**config.mk**
```make
export PLATFORM = sky130hd
export DESIGN_NAME = keccak_p800_permutation
export DESIGN_NICKNAME = d
export VERILOG_FILES = /design/src/hdl/kp800_pkg.sv /design/src/hdl/kp800_datapath.sv /design/src/hdl/kp800_ctrl.sv /design/src/hdl/keccak_p800_permutation.sv
export SDC_FILE = /design/constraint.sdc
export NUM_CORES = 2
export LEC_CHECK = 0
export BUFFER_PORTS_ARGS = -buffer_cell sky130_fd_sc_hd__buf_2
export CAP_MARGIN = 20
export CORE_UTILIZATION = 59
export CTS_CLUSTER_SIZE = 16
export DETAILED_ROUTE_END_ITERATION = 10
export PLACE_DENSITY = 0.79
export SYNTH_ARGS = -nofsm -noshare
export SYNTH_HDL_FRONTEND = slang
export SYNTH_SLANG_ARGS = --single-unit
export TNS_END_PERCENT = 100
```
**constraint.sdc**
```tcl
create_clock -name clock -period 48.5 [get_ports clock]
set_clock_uncertainty 0.15 [all_clocks]
set_input_delay 9.7 -clock clock [delete_from_list [all_inputs] [get_ports clock]]
set_output_delay 9.7 -clock clock [all_outputs]
set_load 0.01 [all_outputs]
```
**src/hdl/kp800_pkg.sv**
```systemverilog
// ----------------------------------------------------------------------------
// kp800_pkg
// Shared types, constants and the Keccak-p[800] round function.
// ----------------------------------------------------------------------------
package kp800_pkg;

   localparam int LANE_W      = 32;
   localparam int LANE_COUNT  = 25;
   localparam int FULL_ROUNDS = 22;
   localparam int DEF_ROUNDS  = 12;
   localparam int IDX_W       = 5;

   typedef logic [LANE_W-1:0] lane_type;
   typedef logic [LANE_COUNT-1:0][LANE_W-1:0] lane_array_type;

   typedef struct packed {
      logic              shift_en;
      logic              round_en;
      logic [IDX_W-1:0]  round_idx;
   } dp_cmd_type;

   localparam logic [IDX_W-1:0] ROT_AMOUNT [LANE_COUNT] = '{
      5'd0,  5'd1,  5'd30, 5'd28, 5'd27, 5'd4,  5'd12, 5'd6,  5'd23,
      5'd20, 5'd3,  5'd10, 5'd11, 5'd25, 5'd7,  5'd9,  5'd13, 5'd15,
      5'd21, 5'd8,  5'd18, 5'd2,  5'd29, 5'd24, 5'd14
   };

   function automatic lane_type round_const(logic [IDX_W-1:0] idx);
      lane_type rc;
      case (idx)
         5'd0:    rc = 32'h0000_0001;
         5'd1:    rc = 32'h0000_8082;
         5'd2:    rc = 32'h0000_808a;
         5'd3:    rc = 32'h8000_8000;
         5'd4:    rc = 32'h0000_808b;
         5'd5:    rc = 32'h8000_0001;
         5'd6:    rc = 32'h8000_8081;
         5'd7:    rc = 32'h0000_8009;
         5'd8:    rc = 32'h0000_008a;
         5'd9:    rc = 32'h0000_0088;
         5'd10:   rc = 32'h8000_8009;
         5'd11:   rc = 32'h8000_000a;
         5'd12:   rc = 32'h8000_808b;
         5'd13:   rc = 32'h0000_008b;
         5'd14:   rc = 32'h0000_8089;
         5'd15:   rc = 32'h0000_8003;
         5'd16:   rc = 32'h0000_8002;
         5'd17:   rc = 32'h0000_0080;
         5'd18:   rc = 32'h0000_800a;
         5'd19:   rc = 32'h8000_000a;
         5'd20:   rc = 32'h8000_8081;
         5'd21:   rc = 32'h0000_8080;
         default: rc = '0;
      endcase
      return rc;
   endfunction

   function automatic lane_type rotl(lane_type v, logic [IDX_W-1:0] n);
      logic [2*LANE_W-1:0] t;
      t = {v, v} << n;
      return t[2*LANE_W-1:LANE_W];
   endfunction

   // theta, rho, pi, chi, iota
   function automatic lane_array_type keccak_round(lane_array_type a,
                                                   logic [IDX_W-1:0] idx);
      lane_type [4:0] c;
      lane_type [4:0] d;
      lane_array_type b;
      lane_array_type r;
      for (int x = 0; x < 5; x++) begin
         c[x] = a[x] ^ a[x+5] ^ a[x+10] ^ a[x+15] ^ a[x+20];
      end
      for (int x = 0; x < 5; x++) begin
         d[x] = rotl(c[(x+1)%5], 5'd1) ^ c[(x+4)%5];
      end
      for (int y = 0; y < 5; y++) begin
         for (int x = 0; x < 5; x++) begin
            b[y + 5*((2*x + 3*y) % 5)] = rotl(a[x+5*y] ^ d[x], ROT_AMOUNT[x+5*y]);
         end
      end
      for (int y = 0; y < 5; y++) begin
         for (int x = 0; x < 5; x++) begin
            r[x+5*y] = b[x+5*y] ^ (~b[(x+1)%5 + 5*y] & b[(x+2)%5 + 5*y]);
         end
      end
      r[0] = r[0] ^ round_const(idx);
      return r;
   endfunction

endpackage

```
**src/hdl/kp800_datapath.sv**
```systemverilog
// ----------------------------------------------------------------------------
// kp800_datapath
// State register: lane shift line for load and unload, one round per cycle.
// ----------------------------------------------------------------------------
module kp800_datapath (
   input  logic                  clock,
   input  kp800_pkg::dp_cmd_type cmd,
   input  kp800_pkg::lane_type   lane_in,
   output kp800_pkg::lane_type   lane_out
);

   kp800_pkg::lane_array_type state_ff;
   kp800_pkg::lane_array_type state_in;

   always_comb begin
      state_in = state_ff;
      priority if (cmd.round_en) begin
         state_in = kp800_pkg::keccak_round(state_ff, cmd.round_idx);
      end else if (cmd.shift_en) begin
         for (int i = 0; i < kp800_pkg::LANE_COUNT - 1; i++) begin
            state_in[i] = state_ff[i+1];
         end
         state_in[kp800_pkg::LANE_COUNT-1] = lane_in;
      end else begin
         state_in = state_ff;
      end
   end

   always_ff @(posedge clock) begin
      state_ff <= state_in;
   end

   assign lane_out = state_ff[0];

endmodule

```
**src/hdl/kp800_ctrl.sv**
```systemverilog
// ----------------------------------------------------------------------------
// kp800_ctrl
// Sequencer: lane load count, round count and lane unload count.
// ----------------------------------------------------------------------------
module kp800_ctrl #(
   parameter int ROUNDS = kp800_pkg::DEF_ROUNDS
) (
   input  logic                          clock,
   input  logic                          reset,
   input  logic                          start,
   output logic                          busy,
   output kp800_pkg::dp_cmd_type         cmd,
   output logic                          rsp_strobe,
   output logic [kp800_pkg::IDX_W-1:0]   rsp_lane_number,
   output logic                          rsp_last_lane
);

   localparam logic [1:0] ST_LOAD  = 2'd0;
   localparam logic [1:0] ST_ROUND = 2'd1;
   localparam logic [1:0] ST_EMIT  = 2'd2;

   localparam logic [kp800_pkg::IDX_W-1:0] FIRST_ROUND =
      kp800_pkg::IDX_W'(kp800_pkg::FULL_ROUNDS - ROUNDS);
   localparam logic [kp800_pkg::IDX_W-1:0] LAST_ROUND =
      kp800_pkg::IDX_W'(kp800_pkg::FULL_ROUNDS - 1);
   localparam logic [kp800_pkg::IDX_W-1:0] LAST_LANE =
      kp800_pkg::IDX_W'(kp800_pkg::LANE_COUNT - 1);

   logic [1:0]                    st_ff, st_in;
   logic [kp800_pkg::IDX_W-1:0]   cnt_ff, cnt_in;
   logic [kp800_pkg::IDX_W-1:0]   rnd_ff, rnd_in;
   logic                          accept;

   assign accept = start && (st_ff == ST_LOAD);

   always_comb begin
      st_in         = st_ff;
      cnt_in        = cnt_ff;
      rnd_in        = rnd_ff;
      cmd.shift_en  = 1'b0;
      cmd.round_en  = 1'b0;
      cmd.round_idx = rnd_ff;
      unique case (st_ff)
         ST_LOAD: begin
            if (accept) begin
               cmd.shift_en = 1'b1;
               if (cnt_ff == LAST_LANE) begin
                  cnt_in = '0;
                  rnd_in = FIRST_ROUND;
                  st_in  = ST_ROUND;
               end else begin
                  cnt_in = cnt_ff + 1'b1;
               end
            end
         end
         ST_ROUND: begin
            cmd.round_en = 1'b1;
            rnd_in       = rnd_ff + 1'b1;
            if (rnd_ff == LAST_ROUND) begin
               st_in = ST_EMIT;
            end
         end
         ST_EMIT: begin
            cmd.shift_en = 1'b1;
            if (cnt_ff == LAST_LANE) begin
               cnt_in = '0;
               st_in  = ST_LOAD;
            end else begin
               cnt_in = cnt_ff + 1'b1;
            end
         end
         default: begin
            cnt_in = '0;
            st_in  = ST_LOAD;
         end
      endcase
   end

   always_ff @(posedge clock) begin
      if (reset) begin
         st_ff  <= ST_LOAD;
         cnt_ff <= '0;
         rnd_ff <= '0;
      end else begin
         st_ff  <= st_in;
         cnt_ff <= cnt_in;
         rnd_ff <= rnd_in;
      end
   end

   assign busy            = (st_ff != ST_LOAD);
   assign rsp_strobe      = (st_ff == ST_EMIT);
   assign rsp_lane_number = cnt_ff;
   assign rsp_last_lane   = (st_ff == ST_EMIT) && (cnt_ff == LAST_LANE);

endmodule

```
**src/hdl/keccak_p800_permutation.sv**
```systemverilog
// ----------------------------------------------------------------------------
// keccak_p800_permutation
// Keccak-p[800] permutation over the last ROUNDS rounds, lane serial in/out.
// ----------------------------------------------------------------------------
// usage
//   input beats: drive req_lane_in with start high; a beat is taken on each
//   clock edge where start is high and busy is low. lanes 0 to 24, in order.
//   after the 25th beat busy rises; ROUNDS rounds follow, one round
//   per cycle in the datapath's round logic.
//   output beats: rsp_strobe high on consecutive cycles, one lane each,
//   rsp_lane_number counting 0 to 24, rsp_last_lane high on lane 24. each
//   beat stands for exactly one cycle; the receiver cannot stall it.
//   busy falls the cycle after the last output beat.
//   a new state's lanes are taken only after the last output beat of the
//   previous one; load and unload share the single lane-wide shift line.
//   reset: synchronous; partly loaded lanes are dropped and the next beat is
//   taken as lane 0.
// ----------------------------------------------------------------------------
module keccak_p800_permutation #(
   parameter int ROUNDS = kp800_pkg::DEF_ROUNDS
) (
   input  logic                        clock,
   input  logic                        reset,
   input  logic                        start,
   output logic                        busy,
   input  logic [31:0]                 req_lane_in,
   output logic                        rsp_strobe,
   output logic [31:0]                 rsp_lane_out,
   output logic [4:0]                  rsp_lane_number,
   output logic                        rsp_last_lane
);

   kp800_pkg::dp_cmd_type cmd;

   kp800_ctrl #(
      .ROUNDS (ROUNDS)
   ) u_ctrl (
      .clock           (clock),
      .reset           (reset),
      .start           (start),
      .busy            (busy),
      .cmd             (cmd),
      .rsp_strobe      (rsp_strobe),
      .rsp_lane_number (rsp_lane_number),
      .rsp_last_lane   (rsp_last_lane)
   );

   kp800_datapath u_datapath (
      .clock    (clock),
      .cmd      (cmd),
      .lane_in  (req_lane_in),
      .lane_out (rsp_lane_out)
   );

`ifndef SYNTH
   a_strobe_busy : assert property (@(posedge clock) disable iff (reset)
      rsp_strobe |-> busy)
      else $error("output beat while not busy");

   a_last_idle : assert property (@(posedge clock) disable iff (reset)
      (rsp_strobe && rsp_last_lane) |=> !busy && !rsp_strobe)
      else $error("block not idle after last lane");

   a_lane_seq : assert property (@(posedge clock) disable iff (reset)
      (rsp_strobe && !rsp_last_lane) |=>
         rsp_strobe && (rsp_lane_number == $past(rsp_lane_number) + 5'd1))
      else $error("output lanes not consecutive");

   a_no_round_cmd_idle : assert property (@(posedge clock) disable iff (reset)
      !busy |-> !cmd.round_en)
      else $error("round applied while loading");
`endif

endmodule
```
==> results.yml <==
cells_and_area:
  drive_above_1_share_pct: 9.12
  flow.area_growth_from_synthesis_pct: 6.76
  finish.utilization_pct: 63.5
  post_route_standard_cell_area_excluding_fillers_mm2: 0.0773
  finish.net_count: 5686
synthesis:
  async_reset_ff_share_pct: 0
  syn-cell-area_mm2: 0.0724
  synth_fp_nets: 5696
  prevailing_post_synth_register_cell: "edfxtp_1"
  post-synth-top-area-fraction_pct: 33.2
  sequential_area_share_after_synthesis_pct: 33.7
  synth_largest_area_cell: "edfxtp_1"
  yosysMostFrequentCell: "xnor2_1"
  count_of_synthesis_stage_warnings_from_yosys: 0
  postSynthRegisterBits: 818
  synth.area.top_cells: "edfxtp_1 (33%), xnor3_1 (26%), xnor2_1 (12%)"
  postSynthCellCount: 5650
  postSynthAreaPerCell_um2: 12.8
  synth_enable_flop_cells: 800
  netlist_top_cells_count: "xnor2_1 (962), nand2_1 (841), xnor3_1 (835)"
  post_synth_num_cell_types: 54
timing:
  final_hold_viol_count: 0
  maxSlewHeadroom_pct: 19.5
  final_min_period_over_clock_period_pct: 27.5
  setup-violations-final: 0
  fin_hold_ws_ps: 415
  actual_slew_at_the_worst_max_slew_pin_ps: 1210
  rsz0062_at_grt: "false"
  finalWorstSetupSlack_ps: 35150
  layout_min_cycle_time_ps: 13350
  max_freq_ghz: 0.0749
  slew_viol_final: 0
  final_layout_setup_total_negative_slack_ps: 0
power_and_ir_drop:
  intPower_w: 0.00258
  powerDensity_mw_per_mm2: 66.2
  power_switching_share_pct: 49.7
  clockPowerShare_pct: 15.0
  seq_power_share_pct: 17.2
  switchingPower_w: 0.00254
  power.combinational.fraction_pct: 67.9
  ir_worst_vdd_mv: 0.0433
  p_leak_nw: 35.0
setup_path:
  critPathCaptureType: "flip-flop"
  cp-startpoint: "start"
  timing_endpoint_of_the_critical_path: "u_datapath.state_ff[529]"
  critical_path.startpoint_type: "input pin"
  crit_path_cell_count: 6
  cp_common_cell: "buf_4"
  critPathTopFamily: "buffers and inverters"
  critical_path.reg2reg.endpoint: "u_datapath.state_ff[275]"
  worst-path-max-fanout: 76
  timing.reg2reg.setup_slack_ps: 41780
  critPathArrivalTime_ps: 13570
  required_ps: 48710
  critical_path_buf_inv_count: 4
  path_cells: "buf_2, nor2_1, a21oi_4, buf_4, buf_4, buf_4"
  critical_path_class: "in -> reg"
  cpPeakStageDelay_ps: 950
  ff2ff_path_depth: 8
  cpMaxStageDelayCell: "buf_4"
  regToRegStartpoint: "u_ctrl.st_ff[1]"
global_routing:
  grt_first_pass_wirelength_um: 398000
  globalRouteOverflowTotal: 0
  vias_in_the_first_global_route: 43007
  grt_antenna_before_repair: 17
  grtUsageTotal_pct: 49.0
  maximum_number_of_pins_on_one_net_before_global_route_repair: 223
cts:
  post-cts-setup-buffers: 0
  insertion_delay_ps: 770
  numCtsBuffers: 101
  ctsHtreeMaxLevel: 3
  clock_sinks: 818
  cts_hold_repair.buffers: 0
  cts-root-to-sink-buffers: 3
  cts.repair.resized: 0
  root_buffer: "clkbuf_16"
  clkSlewWorstSetupHoldPaths_ps: 60
  cts_tree: "built"
hold_path:
  min-delay-path-class: "reg -> reg"
place:
  buffer_ports.inserted: 74
  place_hpwl_um: 248000
  dpl-instance-area_mm2: 0.0741
  gp_congestion: 1.11
  placement.setup.worst_slack_ps: 34550
floorplan:
  floorplan.core_area_mm2: 0.122
  start_util_pct: 59.5
  die_x_um: 352
  die_y_um: 352
  floorplan.die_area_mm2: 0.124
  ios: 75
  std_cell_rows: 128
run_status:
  result_of_the_run: "finished, final reports clean"
drt:
  number_of_antenna_violating_nets_in_the_routed_design: 0
  route.final.wire_length_um: 304000
  avgViaCountPerCell: 6.39
  dr.pass1.iters: 8
  drt_first_iter_violations: 8569
  route.vias.total: 46983
  wl_per_cell_um: 41.3
  detail_route.drc_violations: 0
job:
  maxCapViolations: 0
-- cell families (layout without fill, tap and decap cells) --
kind of cell | Yosys count | after routing | share of synthesized area, %
buf+inv | 229 | 302 | 1.36
fa+ha+maj | 11 | 11 | 0.190
mux | 3 | 3 | 0.0415
xor+xnor | 2088 | 2088 | 47.4
other cells | 0 | 10 | 0
flops | 818 | 818 | 33.7
simple gates | 1653 | 1653 | 11.3
compound gates | 848 | 848 | 5.98
-- flip-flops by register name (all words and copies together) (netlist names), named ones only --
name,count
u_datapath.state_ff,768
u_datapath.lane_out,32
u_ctrl.rnd_ff,5
u_ctrl.rsp_lane_number,5
u_ctrl.st_ff,2
-- metrics by stage --
stage	cells	total power (W)
detailed placement	7162	0.00419
global route	7348	0.00514
CTS	7348	0.00497
finish	7358	0.00512
global placement	7162	0.00418
floorplan	5650	0.00296
-- worst min-delay path by stage --
stage                               from                        end  slack [ps]  cells after the start
3_3_place_gp   u_ctrl.rsp_lane_number[4]  u_ctrl.rsp_lane_number[4]         410                      2
4_1_cts        u_ctrl.rsp_lane_number[4]  u_ctrl.rsp_lane_number[4]         420                      2
6_report       u_ctrl.rsp_lane_number[3]  u_ctrl.rsp_lane_number[3]         410                      2
3_5_place_dp   u_ctrl.rsp_lane_number[4]  u_ctrl.rsp_lane_number[4]         410                      2
2_1_floorplan           u_ctrl.rnd_ff[0]           u_ctrl.rnd_ff[0]         370                      1
5_1_grt        u_ctrl.rsp_lane_number[3]  u_ctrl.rsp_lane_number[3]         450                      2
-- layout by cell type (no fill, tap or decap), types with 19 or more instances in the layout --
cell type	count
o21ai_0	70
edfxtp_1	800
clkbuf_16	103
buf_4	27
nor2_1	43
nand2b_1	717
o21ai_1	738
xnor2_4	128
xor3_1	31
xnor3_1	835
clkbuf_1	26
buf_2	74
nand2_1	840
xnor2_1	962
clkinv_1	24
nor2b_2	23
xnor3_2	70
xor3_2	19
xnor2_2	32
-- tightest hold or removal path, stage by stage, from the launching register on --
cell	delay, ps
dfxtp_1	360
o21ai_0	90
a21oi_1	70
-- power by group through the flow --
stage / Sequential (W) / Combinational (W) / Clock [W]
floorplan: 0.000889 / 0.00207 / 0
global placement: 0.000888 / 0.00329 / 0
detailed placement: 0.000889 / 0.00330 / 0
CTS: 0.000875 / 0.00333 / 0.000762
global route: 0.000879 / 0.00348 / 0.000783
finish: 0.000878 / 0.00347 / 0.000767
-- layout make-up --
type / count / area [um^2]
timing repair buffer: 103 / 613
antenna: 10 / 25.0
fill: 9274 / 44400
sequential: 818 / 24400
clock buffer: 131 / 2700
clock inverter: 55 / 437
multi-input combinational: 4603 / 47000
tap: 1625 / 2030
inverter: 13 / 48.8
-- metal layers --
metal  GRT usage (%)  up-vias  routed length [um]
li1                -    19569                   -
met4            39.5        6               30300
met5               0        -                 207
met1            60.9    23263              104000
met3            22.7      669               49100
met2            65.2     3476              120000
Note: power is estimated with default switching activity, not from simulation.
